--- config.mk ---
export PLATFORM = sky130hd
export DESIGN_NAME = stable_matching_engine
export DESIGN_NICKNAME = d
export VERILOG_FILES = /design/src/design/sme_pkg.sv /design/src/design/stable_matching_engine.sv
export SDC_FILE = /design/constraint.sdc
export NUM_CORES = 2
export LEC_CHECK = 0
export BUFFER_PORTS_ARGS = -buffer_cell sky130_fd_sc_hd__buf_4
export CELL_PAD_IN_SITES_DETAIL_PLACEMENT = 1
export CELL_PAD_IN_SITES_GLOBAL_PLACEMENT = 2
export CORE_MARGIN = 2
export CORE_UTILIZATION = 35
export CTS_BUF_LIST = sky130_fd_sc_hd__clkbuf_8
export CTS_CLUSTER_DIAMETER = 30
export DETAILED_ROUTE_END_ITERATION = 8
export GPL_TIMING_DRIVEN = 1
export HOLD_SLACK_MARGIN = 0.06
export PLACE_DENSITY = 0.67
export SLEW_MARGIN = 25
export SYNTH_ARGS = -nofsm -noshare
export SYNTH_HDL_FRONTEND = slang
export SYNTH_SLANG_ARGS = --single-unit
--- constraint.sdc ---
create_clock -name clk -period 16.3 [get_ports clk]
set_input_delay 4.075 -clock clk [delete_from_list [all_inputs] [get_ports clk]]
set_output_delay 4.075 -clock clk [all_outputs]
set_load 0.05 [all_outputs]
--- src/design/sme_pkg.sv ---
// ----------------------------------------------------------------------------
// Stable matching engine package
// Field widths, request codes and sequencer state encoding shared by the
// stable matching engine.
// ----------------------------------------------------------------------------
package sme_pkg;

	// Configuration register: number of people taking part
	localparam int CFG_W = 5;
	localparam logic [CFG_W-1:0] CFG_RESET = 5'd16;

	// Field widths of one request and one result
	localparam int REQ_W      = 2;
	localparam int FIELD_W    = 4;
	localparam int IN_DATA_W  = 16;
	localparam int OUT_DATA_W = 8;

	// Request kinds carried on the slave-side tuser
	typedef enum logic [REQ_W-1:0] {
		REQ_LOAD_PROPOSER = 2'd0,
		REQ_LOAD_ACCEPTOR = 2'd1,
		REQ_RUN           = 2'd2,
		REQ_NONE          = 2'd3
	} req_type_t;

	// Sequencer states, one-hot
	typedef enum logic [6:0] {
		ST_IDLE = 7'b0000001,
		ST_HEAD = 7'b0000010,
		ST_PREF = 7'b0000100,
		ST_PROP = 7'b0001000,
		ST_RANK = 7'b0010000,
		ST_CMP  = 7'b0100000,
		ST_OUT  = 7'b1000000
	} sme_state_t;

endpackage

--- src/design/stable_matching_engine.sv ---
// Operation: a load transfer gives no result. A run transfer clears the run state as
// it is taken, then works through proposal steps (at most N*N, plus the dropping of
// each proposer whose list runs out), finds the queue empty, and then sends N result
// transfers, which the result stream may stall. Throughput: one item at a time; the
// sequencer and its single preference and rank memory ports set the run time. Reset
// clears the control state and the count to 16.
// ----------------------------------------------------------------------------
// Stable matching engine
// Proposer-optimal deferred acceptance over up to MAX_PEOPLE proposers and
// acceptors, driven by a small sequencer around one compare unit.
// ----------------------------------------------------------------------------
module stable_matching_engine #(
	parameter int MAX_PEOPLE = 16
) (
	input  logic                           clk,
	input  logic                           arst_n,
	// Configuration: number of people, written while the block is idle
	input  logic                           cfg_wr_en,
	input  logic [sme_pkg::CFG_W-1:0]      cfg_wr_data,
	// Request stream
	input  logic                           s_axis_tvalid,
	output logic                           s_axis_tready,
	// [3:0] person, [7:4] position, [11:8] preferred, [15:12] zero
	input  logic [sme_pkg::IN_DATA_W-1:0]  s_axis_tdata,
	// [1:0] req_type
	input  logic [sme_pkg::REQ_W-1:0]      s_axis_tuser,
	// Result stream
	output logic                           m_axis_tvalid,
	input  logic                           m_axis_tready,
	// [3:0] acceptor, [7:4] partner
	output logic [sme_pkg::OUT_DATA_W-1:0] m_axis_tdata,
	// [0] matched
	output logic                           m_axis_tuser,
	output logic                           m_axis_tlast
);
	import sme_pkg::*;

	// Index of one person, count of people, and table address widths
	localparam int IDX_W     = (MAX_PEOPLE > 1) ? $clog2(MAX_PEOPLE) : 1;
	localparam int CNT_W     = $clog2(MAX_PEOPLE + 1);
	localparam int SUM_W     = IDX_W + 1;
	localparam int ADDR_W    = 2 * IDX_W;
	localparam int MEM_DEPTH = 1 << ADDR_W;

	sme_state_t state_q;

	logic [CFG_W-1:0]   num_people_q;
	logic [CNT_W-1:0]   n_q;

	// Per-person run state held in flip-flops; next choice and engaged flags
	// are cleared together when a run starts.
	logic [CNT_W-1:0]   next_choice_q [MAX_PEOPLE];
	logic [MAX_PEOPLE-1:0] engaged_flag_q;
	logic [IDX_W-1:0]   engaged_to_q  [MAX_PEOPLE];

	// Queue of free proposers
	logic [IDX_W-1:0]   free_fifo_q   [MAX_PEOPLE];
	logic [IDX_W-1:0]   fifo_head_q;
	logic [CNT_W-1:0]   fifo_count_q;

	// Working registers of the current proposal step. acc_q also serves as
	// the acceptor index while the results are being sent.
	logic [IDX_W-1:0]   prop_q;
	logic [IDX_W-1:0]   acc_q;
	logic [IDX_W-1:0]   cur_q;
	logic [FIELD_W-1:0] rank_new_q;

	// Preference and rank tables, one read port each with registered data
	logic [FIELD_W-1:0] pref_mem [MEM_DEPTH];
	logic [FIELD_W-1:0] rank_mem [MEM_DEPTH];
	logic [FIELD_W-1:0] pref_rd_q;
	logic [FIELD_W-1:0] rank_rd_q;

	// Request fields
	req_type_t          req;
	logic [FIELD_W-1:0] person;
	logic [FIELD_W-1:0] position;
	logic [FIELD_W-1:0] preferred;
	logic               in_xfer;
	logic               out_xfer;
	logic               load_ok;
	logic               pref_we;
	logic               rank_we;
	logic [ADDR_W-1:0]  pref_wa;
	logic [ADDR_W-1:0]  rank_wa;
	logic [ADDR_W-1:0]  pref_ra;
	logic [ADDR_W-1:0]  rank_ra;
	logic [CNT_W-1:0]   eff_n;

	// Head of the queue and its list position
	logic [IDX_W-1:0]   head_prop;
	logic [CNT_W-1:0]   head_choice;
	logic               head_exhausted;
	logic               pref_out_of_range;
	logic               rank_better;
	logic               last_result;
	logic [IDX_W-1:0]   head_next;
	logic [SUM_W-1:0]   tail_sum;
	logic [IDX_W-1:0]   tail_idx;

	assign req       = req_type_t'(s_axis_tuser);
	assign person    = s_axis_tdata[3:0];
	assign position  = s_axis_tdata[7:4];
	assign preferred = s_axis_tdata[11:8];

	assign s_axis_tready = (state_q == ST_IDLE);
	assign in_xfer       = s_axis_tvalid && s_axis_tready;
	assign out_xfer      = m_axis_tvalid && m_axis_tready;

	// A load whose indices lie beyond the tables is ignored.
	assign load_ok = (32'(person) < MAX_PEOPLE) && (32'(position) < MAX_PEOPLE);
	assign pref_we = in_xfer && (req == REQ_LOAD_PROPOSER) && load_ok;
	assign rank_we = in_xfer && (req == REQ_LOAD_ACCEPTOR) && load_ok
		&& (32'(preferred) < MAX_PEOPLE);
	assign pref_wa = {IDX_W'(person), IDX_W'(position)};
	assign rank_wa = {IDX_W'(person), IDX_W'(preferred)};

	// A count of zero runs as one person; a count above the table size is capped.
	always_comb begin
		if (num_people_q == '0) begin
			eff_n = CNT_W'(1);
		end else if (32'(num_people_q) > MAX_PEOPLE) begin
			eff_n = CNT_W'(MAX_PEOPLE);
		end else begin
			eff_n = CNT_W'(num_people_q);
		end
	end

	assign head_prop      = free_fifo_q[fifo_head_q];
	assign head_choice    = next_choice_q[head_prop];
	assign head_exhausted = (head_choice >= n_q);

	assign pref_ra = {head_prop, head_choice[IDX_W-1:0]};
	// The first rank read fetches the proposer's rank, the second the
	// current partner's rank at the same acceptor.
	assign rank_ra = (state_q == ST_PROP) ? {acc_q, prop_q} : {acc_q, cur_q};

	assign pref_out_of_range = (32'(pref_rd_q) >= 32'(n_q));
	// Ties keep the current partner, so only a strictly smaller rank wins.
	assign rank_better       = (rank_new_q < rank_rd_q);
	assign last_result       = ((CNT_W'(acc_q) + CNT_W'(1)) == n_q);

	// Queue pointer arithmetic: the head wraps at the table size, and a
	// pushed proposer lands at head plus count, modulo the same size.
	assign head_next = (32'(fifo_head_q) == MAX_PEOPLE - 1) ? '0 : fifo_head_q + IDX_W'(1);
	assign tail_sum  = SUM_W'(fifo_head_q) + SUM_W'(fifo_count_q);
	assign tail_idx  = (32'(tail_sum) >= MAX_PEOPLE) ?
		IDX_W'(tail_sum - SUM_W'(MAX_PEOPLE)) : IDX_W'(tail_sum);

	// Tables: written by load transfers, read one entry per cycle by the sequencer
	always_ff @(posedge clk) begin
		if (pref_we) begin
			pref_mem[pref_wa] <= preferred;
		end
		pref_rd_q <= pref_mem[pref_ra];
	end

	always_ff @(posedge clk) begin
		if (rank_we) begin
			rank_mem[rank_wa] <= position;
		end
		rank_rd_q <= rank_mem[rank_ra];
	end

	// Sequencer and control state
	always_ff @(posedge clk or negedge arst_n) begin
		if (!arst_n) begin
			state_q        <= ST_IDLE;
			num_people_q   <= CFG_RESET;
			n_q            <= CNT_W'(MAX_PEOPLE);
			fifo_head_q    <= '0;
			fifo_count_q   <= '0;
			engaged_flag_q <= '0;
			acc_q          <= '0;
			for (int i = 0; i < MAX_PEOPLE; i++) begin
				next_choice_q[i] <= '0;
			end
		end else begin
			if (cfg_wr_en) begin
				num_people_q <= cfg_wr_data;
			end
			case (state_q)
				ST_IDLE: begin
					if (in_xfer && (req == REQ_RUN)) begin
						n_q            <= eff_n;
						fifo_head_q    <= '0;
						fifo_count_q   <= eff_n;
						engaged_flag_q <= '0;
						for (int i = 0; i < MAX_PEOPLE; i++) begin
							next_choice_q[i] <= '0;
						end
						state_q <= ST_HEAD;
					end
				end
				ST_HEAD: begin
					if (fifo_count_q == '0) begin
						acc_q   <= '0;
						state_q <= ST_OUT;
					end else if (head_exhausted) begin
						// List used up: the proposer leaves the queue single.
						fifo_head_q  <= head_next;
						fifo_count_q <= fifo_count_q - CNT_W'(1);
					end else begin
						next_choice_q[head_prop] <= head_choice + CNT_W'(1);
						state_q                  <= ST_PREF;
					end
				end
				ST_PREF: begin
					// An acceptor outside the run only costs the proposer a list entry.
					if (pref_out_of_range) begin
						state_q <= ST_HEAD;
					end else begin
						acc_q   <= IDX_W'(pref_rd_q);
						state_q <= ST_PROP;
					end
				end
				ST_PROP: begin
					if (!engaged_flag_q[acc_q]) begin
						engaged_flag_q[acc_q] <= 1'b1;
						fifo_head_q           <= head_next;
						fifo_count_q          <= fifo_count_q - CNT_W'(1);
						state_q               <= ST_HEAD;
					end else begin
						state_q <= ST_RANK;
					end
				end
				ST_RANK: begin
					state_q <= ST_CMP;
				end
				ST_CMP: begin
					// A trade-up pops the proposer and pushes the displaced
					// partner, so the count is unchanged.
					if (rank_better) begin
						fifo_head_q <= head_next;
					end
					state_q <= ST_HEAD;
				end
				ST_OUT: begin
					if (out_xfer) begin
						if (last_result) begin
							state_q <= ST_IDLE;
						end else begin
							acc_q <= acc_q + IDX_W'(1);
						end
					end
				end
				default: begin
					state_q <= ST_IDLE;
				end
			endcase
		end
	end

	// Data registers of the run; every entry that is read is written first.
	always_ff @(posedge clk) begin
		case (state_q)
			ST_IDLE: begin
				if (in_xfer && (req == REQ_RUN)) begin
					for (int i = 0; i < MAX_PEOPLE; i++) begin
						free_fifo_q[i] <= IDX_W'(i);
					end
				end
			end
			ST_HEAD: begin
				prop_q <= head_prop;
			end
			ST_PROP: begin
				if (!engaged_flag_q[acc_q]) begin
					engaged_to_q[acc_q] <= prop_q;
				end else begin
					cur_q <= engaged_to_q[acc_q];
				end
			end
			ST_RANK: begin
				rank_new_q <= rank_rd_q;
			end
			ST_CMP: begin
				if (rank_better) begin
					free_fifo_q[tail_idx] <= cur_q;
					engaged_to_q[acc_q]   <= prop_q;
				end
			end
			default: begin
			end
		endcase
	end

	// One result per acceptor, in acceptor order; the partner reads as zero
	// for an acceptor left single.
	assign m_axis_tvalid = (state_q == ST_OUT);
	assign m_axis_tuser  = engaged_flag_q[acc_q];
	assign m_axis_tlast  = last_result;
	assign m_axis_tdata  = {
		engaged_flag_q[acc_q] ? FIELD_W'(engaged_to_q[acc_q]) : FIELD_W'(0),
		FIELD_W'(acc_q)
	};

endmodule

Word-level counts from Yosys, hierarchy flattened
Memories as Yosys holds them, arrays and structs flattened. A register that Yosys moved wholly into a read port is not among the register bits.
Index checks and enable logic that the tools add are counted.
{"block": "totals", "n_memories": 4, "ff_bits": 138, "ramBits": 2176, "out_inout_bits": 12}
{"memory": "pref_mem", "words": 256, "width": 4, "read_ports": 1, "rd_ports_with_merged_regs": 1, "write_ports": 1, "line": "stable_matching_engine.sv:69", "rtl": "logic [FIELD_W-1:0] pref_mem [MEM_DEPTH];"}
{"memory": "rank_mem", "words": 256, "width": 4, "read_ports": 1, "rd_ports_with_merged_regs": 1, "write_ports": 1, "line": "stable_matching_engine.sv:70", "rtl": "logic [FIELD_W-1:0] rank_mem [MEM_DEPTH];"}
{"memory": "engaged_to_q", "words": 16, "width": 4, "read_ports": 1, "rd_ports_with_merged_regs": 0, "write_ports": 1, "line": "stable_matching_engine.sv:54", "rtl": "logic [IDX_W-1:0] engaged_to_q [MAX_PEOPLE];"}
{"memory": "free_fifo_q", "words": 16, "width": 4, "read_ports": 1, "rd_ports_with_merged_regs": 0, "write_ports": 16, "line": "stable_matching_engine.sv:57", "rtl": "logic [IDX_W-1:0] free_fifo_q [MAX_PEOPLE];"}
{"block": "classes", "n_bitwise": 3, "n_mux": 64, "addsub": 7, "order_cmp": 9, "n_eq_ne": 23, "n_reduce_logical": 24}
{"operator": "80-bit two-way mux", "count": 3}
{"operator": "80-bit case mux with 2 select lines", "count": 1}
{"operator": "80-bit bitwise mux", "count": 1}
{"operator": "4-bit two-way mux", "count": 17}
{"operator": "5-bit two-way mux", "count": 10}
{"operator": "7-bit case mux with 7 select lines", "count": 1}
{"operator": "7-bit two-way mux", "count": 5}
{"operator": "16-bit two-way mux", "count": 2}
{"operator": "16-bit case mux with 2 select lines", "count": 1}
{"operator": "5-bit binary-select mux with 4-bit select", "count": 1}
{"operator": "5-bit demux with 4-bit select", "count": 1}
{"operator": "1-bit two-way mux", "count": 16}
{"operator": "2-bit inequality test (second input constant)", "count": 8}
{"operator": "16-bit bitwise OR", "count": 1}
{"operator": "4-bit case mux with 4 select lines", "count": 1}
{"operator": "5-bit case mux with 3 select lines", "count": 1}
{"operator": "4-bit case mux with 3 select lines", "count": 1}
{"operator": "5-bit greater-or-equal comparator (second input constant)", "count": 2}
{"operator": "5-bit logical NOT", "count": 2}
{"operator": "5-bit AND reduction", "count": 2}
{"operator": "4-bit by 1-bit adder with 4-bit output (second input constant)", "count": 2}
{"operator": "4-bit AND reduction", "count": 2}
{"operator": "7-bit by 1-bit equality test with 1-bit output (second input constant)", "count": 1}
{"operator": "7-bit by 2-bit equality test with 1-bit output (second input constant)", "count": 1}
{"operator": "other kinds (36)", "count": 47}

Depth between registers and ports, before layout
An unclocked memory read counts as a cell.
{"block": "logic_depth", "depth_word": 10, "ltp_mapped": 32}

Least setup slack after synthesis
Ideal clock, no wire load.
{"block": "synth_timing", "path_type": "flip-flop to output port", "from": "register acc_q[0]", "to": "output m_axis_tlast", "arrival_time_ns": 4.317, "path_slack_ns": 7.908, "path_stages_with_launch": 8, "required_time_ns": 12.225, "path_buffers": 3, "cell_sequence": "dfrtp_1 > clkbuf_1 > buf_1 > inv_2 > buf_1 > ha_1 > xor2_1 > nor4_1"}
{"block": "synth_between", "elab_chain_len": 2}
{"item": "start: declaration", "line": "stable_matching_engine.sv:64", "rtl": "logic [IDX_W-1:0] acc_q;"}
{"item": "start signal: assignment", "line": "stable_matching_engine.sv:213", "rtl": "acc_q <= IDX_W'(pref_rd_q);"}
{"item": "start signal: assignment", "line": "stable_matching_engine.sv:243", "rtl": "acc_q <= acc_q + IDX_W'(1);"}
{"item": "4-bit by 1-bit adder with 5-bit output", "line": "stable_matching_engine.sv:141", "rtl": "assign last_result = ((CNT_W'(acc_q) + CNT_W'(1)) == n_q);"}
{"item": "5-bit equality test", "line": "stable_matching_engine.sv:141"}
{"item": "end: declaration", "line": "stable_matching_engine.sv:34", "rtl": "output logic m_axis_tlast"}
Every way passes these cells.

Worst setup path in the final report
{"block": "layout_timing", "from": "register fifo_head_q[2]", "to": "register pref_rd_q[0], read port of pref_mem"}
{"block": "layout_between", "elab_chain_len": 5}
{"item": "start: declaration", "line": "stable_matching_engine.sv:58", "rtl": "logic [IDX_W-1:0] fifo_head_q;"}
{"item": "start signal: assignment", "line": "stable_matching_engine.sv:201", "rtl": "fifo_head_q <= head_next;"}
{"item": "start signal: assignment", "line": "stable_matching_engine.sv:220", "rtl": "fifo_head_q <= head_next;"}
{"item": "start signal: assignment", "line": "stable_matching_engine.sv:234", "rtl": "fifo_head_q <= head_next;"}
{"item": "memory read 16 x 4 bit *"}
{"item": "4-bit NOT with 5-bit output (not written as such)", "line": "stable_matching_engine.sv:130", "rtl": "assign head_choice = next_choice_q[head_prop];"}
{"item": "5-bit binary-select mux with 4-bit select", "line": "stable_matching_engine.sv:130"}
{"item": "5-bit two-way mux (not written as such) (2 in a row)", "line": "stable_matching_engine.sv:130"}
{"item": "end: declaration", "line": "stable_matching_engine.sv:71", "rtl": "logic [FIELD_W-1:0] pref_rd_q;"}
Every way passes the cells marked *; elsewhere a longest branch is shown, timed or not. The select of a mux whose other input is x is not followed.
A chain may end at the register's enable or synchronous reset.

==> metrics <==
fin crit share=between 50% and 60%; Static Leak=0.0360 µW; met3 Use GR=about 2.9%; pin count of the biggest net entering global routing=~170; Hold Vio Cnt, Final=0; Seq cells post-synth=2322; pwr dens=approximately 150 nW/µm²; Synth Warn #=0; Post-synth EDFFs=between 2000 and 2500; Die ar.=between 200000 and 300000 µm²; DP Area=~100000 µm²; Yosys top cell area share=~68%; Synthesized Nets=~7000; number of clock sinks=between 2000 and 2500; Unique masters post-synth=just under 90; DRT antenna net count=0; Final WS setup=between 7000 and 8000 ps; setup TNS=0 ps; Worst Hold Class=reg -> reg; Detailed Route WL=~280000 µm; CP Class=reg -> reg; Worst EP arrival=between 9000 and 10000 ps; critical path peak fanout=76; gr ovfl total=0; initial antenna violation count=12; final hold slack=~420 ps; GRT Max-Usage Layer=met2; H-Tree Level Count=6; Synth Instances=slightly below 7000; Synth area leader=edfxtp_1; Area growth syn-to-layout=15.9%; post-cts sizing count=0; Vias/cell=~5.4; vias in the first global route=64100; Max IR drop VDD=~0.094 mV; Pre-antenna DRT Iters=5; drt wl/cell=25.5 µm; Synth area leaders=edfxtp_1 (68%), nand2_1 (3.8%), a211oi_1 (3.6%); first-pass GRT wire length=roughly 420000 µm; pre-CTS setup slack=7360 ps; total clock buffers created by CTS=roughly 530; Max Slew Vio Count=0; CP Data Required Time=~17000 ps; GRT Total Usage=20.0%; Final #Nets=7187; setup violators final=0; TritonCTS clock tree=done; clk_lat worst skew=1130 ps; Post-synth top cells=edfxtp_1 (2188), nand2_1 (967), nor2_1 (693), a211oi_1 (461), clkbuf_1 (355); Rows=around 190; CORE AREA=274000 µm²; share of cells above drive strength 1=14.7%; area of the multi-input gates=about 25000 µm²; Tightest Pin Transition=~1100 ps; unrepaired setup endpoints after global routing=no; met2 Usage GRT=33.9%; synthesized cell area=96300 µm²; Post-synth top flop=edfxtp_1; fillers=around 28000; Root Buffer=clkbuf_8; crit start category=flip-flop; initial cell density of the core=35.2%; postcts setup bufs=0; Reg clk slew, reported paths=60 ps; die width=between 500 and 600 µm; count leader, synth=edfxtp_1; Reg area=a little under 70000 µm²; Async S/R FF share, synth=~5.4%; Vert. Die Dim=~530 µm; Max Buffers Root-to-Sink=4; fmax=approximately 110 MHz; CTS Hold Bufs=0; Avg Inst Size Synth=roughly 14 µm²; Detail Placement HPWL=170000 µm; DRC=0; post-route cell area=112000 µm²; max-cap viol count=0; Top-Level Pins=40; Iter 0 DRT Violations=about 4400; via count=60100; Port Buffers=35; RePlAce Congestion=0.773; post-route minimum period=about 9000 ps; met1 Track Usage GR=between 20% and 30%; Critical Path End Type=flip-flop; Fin Clk Skew=between 60 and 70 ps; Core Util, Final=40.8%; Slew HR=24.5%; status=complete, no violations; sequential share of the synthesized area=71.7%
per-stage QoR:
step | std cells | total power (µW)
floorplan | 6920 | 9010
global placement | 10200 | 10300
detailed placement | 10200 | 10400
CTS | 11200 | 17400
global route | 11200 | 17900
finish | 11200 | 17200
cell families after synthesis:
group                    count (synthesis)  synth area share (%)
buffers and inverters                  532                  2.39
adder cells (fa/ha/maj)                 23                 0.307
AND/OR/NAND/NOR                       2359                  10.9
AO/OA/AOI/OAI                         1329                  9.76
flip-flops                            2322                  71.7
XOR/XNOR                                14                 0.127
multiplexers                           341                  4.85
layer usage:
layer / vias to the layer above / wire length (µm)
li1: 27000 / -
met1: 31100 / 124000
met2: 1486 / 140000
met3: 471 / 12700
met4: 2 / 7830
met5: - / 13
power breakdown:
part           leakage, µW  internal [µW]  switching [µW]
logic              0.00863           1070            2370
clock network      0.00605           4110            2880
registers           0.0214           6640             110
cell type report:
type                            instances  share of cell area (%)
Inverter                               43                   0.174
Sequential cell                      2322                    61.9
Clock inverter                        419                    3.46
Timing Repair Buffer                  169                    1.27
Tap cell                             3589                    4.02
Clock buffer                          544                    6.71
Multi-Input combinational cell       4066                    22.5
Antenna cell                            4                 0.00897
placed cells by master, fill, tap and decap left out, types with 15 or more instances in the layout:
master / n
a211oi_1: 461
a21oi_1: 236
a22o_1: 60
a311oi_1: 157
a31oi_1: 155
a32o_1: 24
and2_0: 35
and2_1: 287
and3_1: 60
buf_4: 150
bufinv_16: 59
clkbuf_8: 552
clkinv_1: 91
clkinv_2: 89
clkinv_8: 17
clkinvlp_4: 37
dfrtp_1: 121
edfxtp_1: 2188
ha_1: 22
inv_1: 129
mux2_2: 20
mux2i_1: 217
mux4_2: 92
nand2_1: 963
nand3_1: 119
nand4_1: 36
nor2_1: 691
nor2b_1: 25
nor3_1: 46
nor4_1: 23
o211ai_1: 27
o21ai_0: 78
o221ai_1: 15
o22ai_1: 24
critical path: stages, from the launching register on:
cell	delay (ps)
dfrtp_1	500
buf_4	360
mux2i_1	140
a221oi_1	320
a22o_2	200
buf_4	450
clkinv_1	720
mux2i_1	410
a22oi_2	110
buf_4	310
and3_4	440
inv_8	520
buf_4	650
buf_4	760
buf_4	670
mux4_2	600
a32oi_1	300
nand2_1	90
nor4_1	550
nand4_1	150
and4_1	230
path summary, 6_finish.rpt:
kind	start	end	slack (ps)	depth (start not counted)
worst min-delay path	rank_rd_q[3]	rank_new_q[3]	420	0
max in group asynchronous	arst_n	acc_q[1]	12070	2
worst min register to register	rank_rd_q[3]	rank_new_q[3]	420	0
worst max register to register	fifo_head_q[2]	pref_rd_q[0]	7440	20
min in group asynchronous	arst_n	next_choice_q[13]	3060	1
worst max-delay path	fifo_head_q[2]	pref_rd_q[0]	7440	20
registers in the layout (all words and copies together) (netlist names):
| name | count |
|---|---|
| prop_q | 4 |
| fifo_head_q | 4 |
| fifo_count_q | 5 |
| acc_q | 4 |
| state_q | 7 |
| n_q | 5 |
| engaged_to_q | 64 |
| pref_rd_q | 4 |
| next_choice_q | 80 |
| cur_q | 4 |
| rank_rd_q | 4 |
| rank_new_q | 4 |
| rank_mem | 1024 |
| num_people_q | 5 |
| engaged_flag_q | 16 |
| free_fifo_q | 64 |
| pref_mem | 1024 |
No activity file was read; power rests on OpenSTA's default activity.
